### src/hw/rtl/bta_pkg.sv
// Shared types, constants and command codes of the boundary-tag heap allocator.
`default_nettype none
package bta_pkg;

  localparam int HEAP_WORDS = 65536;
  localparam int WORD_BYTES = 4;
  localparam int IDX_W      = 16;
  localparam int AW         = 20;
  localparam int CFG_W      = 17;

  localparam logic [21:0]    HEAP_CAP    = 22'(HEAP_WORDS * WORD_BYTES);
  localparam logic [AW-1:0]  MIN_BLOCK   = 20'd16;
  localparam logic [AW-1:0]  DBL_BYTES   = 20'd8;
  localparam logic [AW-1:0]  WORD_B      = 20'd4;
  localparam logic [AW-1:0]  FIRST_BP    = 20'd8;
  localparam logic [AW-1:0]  TOP_RESET   = 20'd4112;
  localparam logic [CFG_W-1:0] CHUNK_RESET = 17'd4096;
  localparam logic [2:0]     INIT_LAST   = 3'd4;

  typedef struct packed {
    logic        op;
    logic [18:0] req_size;
    logic [17:0] block_addr;
  } in_t;

  typedef struct packed {
    logic [17:0] result_addr;
    logic [1:0]  status;
  } out_t;

  localparam logic       OP_ALLOC = 1'b0;
  localparam logic       OP_FREE  = 1'b1;

  localparam logic [1:0] ST_OK   = 2'd0;
  localparam logic [1:0] ST_NULL = 2'd1;
  localparam logic [1:0] ST_OOM  = 2'd2;

  typedef logic [4:0] cmd_t;
  localparam cmd_t CMD_NOP      = 5'd0;
  localparam cmd_t CMD_INIT     = 5'd1;
  localparam cmd_t CMD_LOAD     = 5'd2;
  localparam cmd_t CMD_ADV      = 5'd3;
  localparam cmd_t CMD_HOLD     = 5'd4;
  localparam cmd_t CMD_GR_EPI   = 5'd5;
  localparam cmd_t CMD_M_RP     = 5'd6;
  localparam cmd_t CMD_M_RN     = 5'd7;
  localparam cmd_t CMD_M_CAP    = 5'd8;
  localparam cmd_t CMD_M_W1     = 5'd9;
  localparam cmd_t CMD_M_W2     = 5'd10;
  localparam cmd_t CMD_PL_H     = 5'd11;
  localparam cmd_t CMD_PL_F     = 5'd12;
  localparam cmd_t CMD_PL_SH    = 5'd13;
  localparam cmd_t CMD_PL_SF    = 5'd14;
  localparam cmd_t CMD_RES_OK   = 5'd15;
  localparam cmd_t CMD_RES_NULL = 5'd16;
  localparam cmd_t CMD_RES_OOM  = 5'd17;

  typedef struct packed {
    logic tag_zero;
    logic tag_alloc;
    logic fit;
    logic match;
    logic split;
    logic oom;
    logic req_zero;
    logic is_free;
    logic init_last;
  } stat_t;

  // Word index into the tag store of a byte offset.
  function automatic logic [IDX_W-1:0] widx(input logic [AW-1:0] a);
    return a[IDX_W+1:2];
  endfunction

  // Tag words of the heap after reset: prologue, one free block, epilogue.
  function automatic logic [IDX_W-1:0] init_idx(input logic [2:0] n);
    logic [IDX_W-1:0] r;
    unique case (n)
      3'd0:    r = 16'd1;
      3'd1:    r = 16'd2;
      3'd2:    r = 16'd3;
      3'd3:    r = 16'd1026;
      default: r = 16'd1027;
    endcase
    return r;
  endfunction

  function automatic logic [31:0] init_data(input logic [2:0] n);
    logic [31:0] r;
    unique case (n)
      3'd0, 3'd1: r = 32'd9;
      3'd2, 3'd3: r = 32'd4096;
      default:    r = 32'd1;
    endcase
    return r;
  endfunction

endpackage
`default_nettype wire

### src/hw/rtl/bta_ctrl.sv
// Controller state machine that sequences walks, growth, merging and placement.
`default_nettype none
module bta_ctrl (
  input  wire logic           clk,
  input  wire logic           rst,
  input  wire logic           start,
  output logic                busy,
  output logic                done,
  output bta_pkg::cmd_t       cmd,
  input  wire bta_pkg::stat_t stat
);

  localparam logic [3:0] S_INIT  = 4'd0;
  localparam logic [3:0] S_IDLE  = 4'd1;
  localparam logic [3:0] S_CHK   = 4'd2;
  localparam logic [3:0] S_WALK  = 4'd3;
  localparam logic [3:0] S_GROW  = 4'd4;
  localparam logic [3:0] S_M_RP  = 4'd5;
  localparam logic [3:0] S_M_RN  = 4'd6;
  localparam logic [3:0] S_M_CAP = 4'd7;
  localparam logic [3:0] S_M_W1  = 4'd8;
  localparam logic [3:0] S_M_W2  = 4'd9;
  localparam logic [3:0] S_PL_H  = 4'd10;
  localparam logic [3:0] S_PL_F  = 4'd11;
  localparam logic [3:0] S_PL_SH = 4'd12;
  localparam logic [3:0] S_PL_SF = 4'd13;
  localparam logic [3:0] S_RES   = 4'd14;
  localparam logic [3:0] S_DONE  = 4'd15;

  logic [3:0] state;
  logic [3:0] state_next;

  always_comb begin
    state_next = state;
    cmd        = bta_pkg::CMD_NOP;
    unique case (state)
      S_INIT: begin
        cmd = bta_pkg::CMD_INIT;
        if (stat.init_last) state_next = S_IDLE;
      end
      S_IDLE: begin
        if (start) begin
          cmd        = bta_pkg::CMD_LOAD;
          state_next = S_CHK;
        end
      end
      S_CHK: begin
        if (!stat.is_free && stat.req_zero) begin
          cmd        = bta_pkg::CMD_RES_NULL;
          state_next = S_DONE;
        end else begin
          state_next = S_WALK;
        end
      end
      S_WALK: begin
        if (stat.tag_zero) begin
          cmd        = bta_pkg::CMD_HOLD;
          state_next = stat.is_free ? S_DONE : S_GROW;
        end else if (stat.is_free && stat.match) begin
          cmd        = bta_pkg::CMD_HOLD;
          state_next = stat.tag_alloc ? S_M_RP : S_DONE;
        end else if (!stat.is_free && stat.fit) begin
          cmd        = bta_pkg::CMD_HOLD;
          state_next = S_PL_H;
        end else begin
          cmd = bta_pkg::CMD_ADV;
        end
      end
      S_GROW: begin
        if (stat.oom) begin
          cmd        = bta_pkg::CMD_RES_OOM;
          state_next = S_DONE;
        end else begin
          cmd        = bta_pkg::CMD_GR_EPI;
          state_next = S_M_RP;
        end
      end
      S_M_RP: begin
        cmd        = bta_pkg::CMD_M_RP;
        state_next = S_M_RN;
      end
      S_M_RN: begin
        cmd        = bta_pkg::CMD_M_RN;
        state_next = S_M_CAP;
      end
      S_M_CAP: begin
        cmd        = bta_pkg::CMD_M_CAP;
        state_next = S_M_W1;
      end
      S_M_W1: begin
        cmd        = bta_pkg::CMD_M_W1;
        state_next = S_M_W2;
      end
      S_M_W2: begin
        cmd        = bta_pkg::CMD_M_W2;
        state_next = stat.is_free ? S_DONE : S_PL_H;
      end
      S_PL_H: begin
        cmd        = bta_pkg::CMD_PL_H;
        state_next = S_PL_F;
      end
      S_PL_F: begin
        cmd        = bta_pkg::CMD_PL_F;
        state_next = stat.split ? S_PL_SH : S_RES;
      end
      S_PL_SH: begin
        cmd        = bta_pkg::CMD_PL_SH;
        state_next = S_PL_SF;
      end
      S_PL_SF: begin
        cmd        = bta_pkg::CMD_PL_SF;
        state_next = S_RES;
      end
      S_RES: begin
        cmd        = bta_pkg::CMD_RES_OK;
        state_next = S_DONE;
      end
      S_DONE: state_next = S_IDLE;
      default: state_next = S_IDLE;
    endcase
  end

  always_ff @(posedge clk) begin
    if (rst) begin
      state <= S_INIT;
    end else begin
      state <= state_next;
    end
  end

  assign busy = (state != S_IDLE);
  assign done = (state == S_DONE);

`ifndef SYNTHESIS
  a_done_single: assert property (@(posedge clk) disable iff (rst) done |=> !done)
    else $error("result strobe held for more than one cycle");
  a_accept_busy: assert property (@(posedge clk) disable iff (rst)
    (start && !busy) |=> busy)
    else $error("accepted transaction did not raise busy");
  a_done_busy: assert property (@(posedge clk) disable iff (rst) done |-> busy)
    else $error("result strobe while idle");
  a_load_idle: assert property (@(posedge clk) disable iff (rst)
    (cmd == bta_pkg::CMD_LOAD) |-> (start && !busy))
    else $error("load command outside an accepted transaction");
`endif

endmodule
`default_nettype wire

### config.mk
export PLATFORM = sky130hd
export DESIGN_NAME = bta_ctrl
export DESIGN_NICKNAME = d
export VERILOG_FILES = /design/src/hw/rtl/bta_pkg.sv /design/src/hw/rtl/bta_ctrl.sv
export SDC_FILE = /design/constraint.sdc
export NUM_CORES = 1
export LEC_CHECK = 0
export CORE_AREA = 8 8 45 47
export CTS_BUF_LIST = sky130_fd_sc_hd__clkbuf_4 sky130_fd_sc_hd__clkbuf_8
export CTS_CLUSTER_SIZE = 14
export DETAILED_ROUTE_END_ITERATION = 16
export DIE_AREA = 0 0 53 55
export DONT_BUFFER_PORTS = 1
export PLACE_DENSITY = 0.53
export SYNTH_ARGS = -nofsm -noshare
export SYNTH_HDL_FRONTEND = slang
export SYNTH_SLANG_ARGS = --single-unit
### constraint.sdc
create_clock -name clk -period 2 [get_ports clk]
set_input_delay 0.3 -clock clk [delete_from_list [all_inputs] [get_ports clk]]
set_output_delay 0.3 -clock clk [all_outputs]
set_load 0.05 [all_outputs]
-- Word level (Yosys, flattened, before mapping)
Cells that the tools add are included.
- bits in registers: 4
- output and inout port bits: 7
- bits of input ports: 12
- eq/ne operators: 19
- reduce and logical (&&, ||, !) cells: 6
- mux-type cells: 19
- operator list (cell ; number):
    $pmux W5 S15 ; 1
    $pmux W4 S16 ; 1
    $mux W4 ; 9
    $eq A4 B4 Y1 const B ; 8
    $eq A4 B3 Y1 const B ; 4
    $mux W3 ; 4
    $mux W5 ; 2
    $eq A4 B2 Y1 const B ; 2
    $eq A4 B1 Y1 const B ; 1
    $logic_not A4 Y1 ; 1
    $mux W2 ; 2
    $ne A2 B2 Y1 const B ; 2
    $ne A4 B1 Y1 const B ; 1
    $ne A4 B4 Y1 const B ; 1
    $logic_and A1 B1 Y1 ; 3
    $reduce_and A3 Y1 ; 1
    $logic_not A1 Y1 ; 1

-- Depth between registers and ports, before layout
- word-level depth: 6
- depth in mapped cells: 5

-- Worst setup path before layout
OpenSTA, ideal clock, no wires.
- kind: flip-flop to output port
- from: register state[0]
- to: output cmd[2]
- cell stages (with the launch flop): 4
- path buffers: 1
- arrival: 1.997 ns
- setup slack: -0.297 ns
- path through: dfxtp_1 > clkbuf_1 > o21ai_0 > a211oi_1
- longest elaborated chain between the ends: 2
- elaborated cells between the ends (all ways): 16
- those cells by class: eq/ne (14); mux (1); reduce/logical (1)
- RTL lines (element ; line ; text):
    start, declared ; bta_ctrl.sv:30 ; logic [3:0] state;
    start signal, assigned ; bta_ctrl.sv:127 ; state <= state_next;
    $eq A4 B4 Y1 (tied with other cells) ; bta_ctrl.sv:36 ; unique case (state)
    $pmux W5 S15 (*) ; bta_ctrl.sv:36 ;
    end, declared ; bta_ctrl.sv:9 ; output bta_pkg::cmd_t cmd,
Mark *: on every way between the ends. The rest lies on a longest branch, timed or not.

-- Worst setup path after layout
- from: register state[3]
- to: output cmd[2]
The elaborated chain is that of the path after synthesis.

==> results.md <==
- Status: completed
- Worst Path Required: 1700 ps
- Max clock buf depth: 2
- Tmin final: 1860 ps
- Final non-filler cell total: 82
- Die height: 55 um
- Rel. slew slack: 0.683
- CTS sink cnt: 4
- Distinct cell type count after synthesis: 31
- DRC viols: 0
- Comb pwr share: 0.285
- Buf/Inv on CP: 1
- Synth top area share: 0.178
- CP Launch Type: register
- Nets@finish: 80
- Remaining global-route overflow: 0
- Critical path, cell by cell: nor2_1 > nand2_1 > a21oi_1 > a211oi_2 > buf_4
- Worst EP arrival: 1560 ps
- Final WS setup: 137 ps
- Num CTS Buffers: 3
- Met1 GRT Util: 0.115
- H-tree depth: 1
- Worst R2R Setup Slack: 340 ps
- Max incr delay on CP: 580 ps
- Postcts setup bufs: 0
- CP Max Fanout: 12
- Initial antenna violation count: 0
- Reg2reg path depth: 4
- Worst path slowest cell: dfxtp_1
- Hold path startpoint: rst
- Net switching power: 92.6 uW
- Largest regs: state: 4 flops
- Number of diodes: 0
- Tcrit/Tclk final: 0.932
- #FFs+latches synth: 4
- Sw Share: 0.344
- Worst-Skew Late Latency: 240 ps
- Grt met2 use: 0.125
- Boundary Pins: 19
- Crit-path leading delay family: flip-flops
- Hold path cells: 1
- Root Buffer: clkbuf_4
- Largest net degree at the start of global routing: 14
- Clock share of power: 0.372
- Syn Area/Cell: 7.13 um^2
- CTS tree: done
- WP depth: 5
- Seq pwr share: 0.342
- Total track usage: 0.0901
- Pins Over Slew Limit: 0
- Gpl congestion: 0.809
- Clock Skew: 5.02 ps
- Leak: 0.205 nW
- Syn. warnings: 0
- Critical setup path kind: reg -> out
- Initial drt markers: 14
- Die X: 53 um
- Max_cap viols: 0
- Effective utilization at floorplan: 0.325
- Placed insts: 79
- Post-Syn Instances: 63
- Leading cell types in the layout, fill and taps excluded: 7 x inv_1, 7 x o21ai_0, 6 x nand2_1, 6 x nor2_1, 5 x buf_4
- Routed vias: 471
- Die ar.: 2920 um^2
- Peak VDD IR: 0.000342 V
- Final TNS setup: 0 ps
- RSZ-0062 raised after global routing: no
- Vias per std cell: 5.74
- Avg WL per Cell: 16.0 um
- Routed Antenna Nets: 0
- Top cell type by total area after synthesis: dfxtp_1
- Number of global-route vias before repair: 409
- Worst Setup SP: state[3]$_SDFFE_PP0P_
- Min-Delay Path Class: in -> reg
- Design area: 518 um^2
- Worst-Margin Slew: 474 ps
- Core Area: 1380 um^2
- Sequential fraction of the synthesis area: 0.178
- Cell Area, Synth: 449 um^2
- Biggest register: state
- Port bufs: 0
- 1st-pass router iterations: 4
- Setup-failing EPs final: 0
- Filler cell count: 146
- Fmax: 537 MHz
- Global-route wire length before repair: 1950 um
- Placement Cell Area: 488 um^2
- # rows: 14
- Syn Nets: 75
- RR Startpoint: state[2]$_SDFFE_PP0P_
- P_int: 177 uW
- Layout cells sized above 1: 0.258
- Most used routing layer: met2
- GRT met3 Usage: 0.0508
- Final hold violation count: 0
- Worst slack, placed: 281 ps
- Power Density: 521 nW/um^2
- Max reg flops: 4
- Setup crit end kind: output pin
- Clock transition at path regs: 40 ps
- Top post-synthesis cells by area: dfxtp_1 18%, o21ai_0 8.9%, inv_1 5.8%
- Final WL: 1310 um
- Area delta synth->final: 15.3%
- Dpl hpwl: 1000 um
==> area by class of cell <==
| class | instances | area [um^2] | share of cell area |
|---|---|---|---|
| multi-input cells | 47 | 330 | 0.638 |
| clock buffers | 3 | 22.5 | 0.0435 |
| well taps | 16 | 20.0 | 0.0386 |
| inverters | 7 | 26.3 | 0.0507 |
| repair buffers | 5 | 37.5 | 0.0725 |
| flip-flops and latches | 4 | 81.3 | 0.157 |
==> metrics by stage <==
| step | hold WS, ps | power (mW) | utilization |
|---|---|---|---|
| 2_1_floorplan | 366 | 0.154 | - |
| 3_3_place_gp | 368 | 0.170 | 0.353 |
| 3_5_place_dp | 369 | 0.169 | 0.353 |
| 4_1_cts | 113 | 0.275 | 0.369 |
| 5_1_grt | 108 | 0.289 | 0.374 |
| 6_report | 126 | 0.270 | 0.374 |
==> metal layers <==
metal	wire length, um	part of all wire
met5	0	0
met4	16	0.012
met3	111	0.084
met2	567	0.43
met1	618	0.47
==> timing repair <==
item / CTS / global route
hold buffers: 0 / 0
gates resized for setup: 0 / 2
setup endpoints to repair: 0 / 2
==> power groups by stage <==
stage          combinational, mW  clock (mW)  sequential [mW]
2_1_floorplan             0.0664           0           0.0874
3_3_place_gp              0.0772           0           0.0933
3_5_place_dp              0.0759           0           0.0929
4_1_cts                   0.0762       0.107           0.0916
5_1_grt                   0.0833       0.113           0.0930
6_report                  0.0769       0.100           0.0923
==> cell usage after synthesis <==
master	n
a211o_1	1
a211oi_1	2
a21o_1	1
a21oi_1	3
a221oi_2	1
a2bb2oi_1	1
a311oi_1	1
a311oi_2	1
a31oi_1	1
and2_4	1
and3_4	1
and3b_1	1
buf_2	3
buf_6	1
clkbuf_1	1
dfxtp_1	4
inv_1	7
nand2_1	6
nand3_1	1
nand4b_1	1
nor2_1	6
nor2b_1	1
nor3_1	1
nor3b_2	1
nor4b_1	1
o2111a_1	1
o2111ai_1	1
o21ai_0	8
o311ai_0	1
o31ai_1	2
xnor2_1	1
==> logic make-up (layout without fill, tap and decap cells) <==
group                  count (synthesis)  count (layout)  share of synthesized area
XOR/XNOR                               1               1                     0.0195
AO/OA/AOI/OAI                         25              25                      0.409
buffers and inverters                 12              15                      0.125
flip-flops                             4               4                      0.178
AND/OR/NAND/NOR                       21              21                      0.267
==> final timing paths <==
path,end
setup / recovery,cmd[2]
hold / removal,state[0]$_SDFFE_PP0P_
setup reg to reg,state[0]$_SDFFE_PP0P_
hold reg to reg,state[2]$_SDFFE_PP0P_
(Power assumes the default switching activity.)
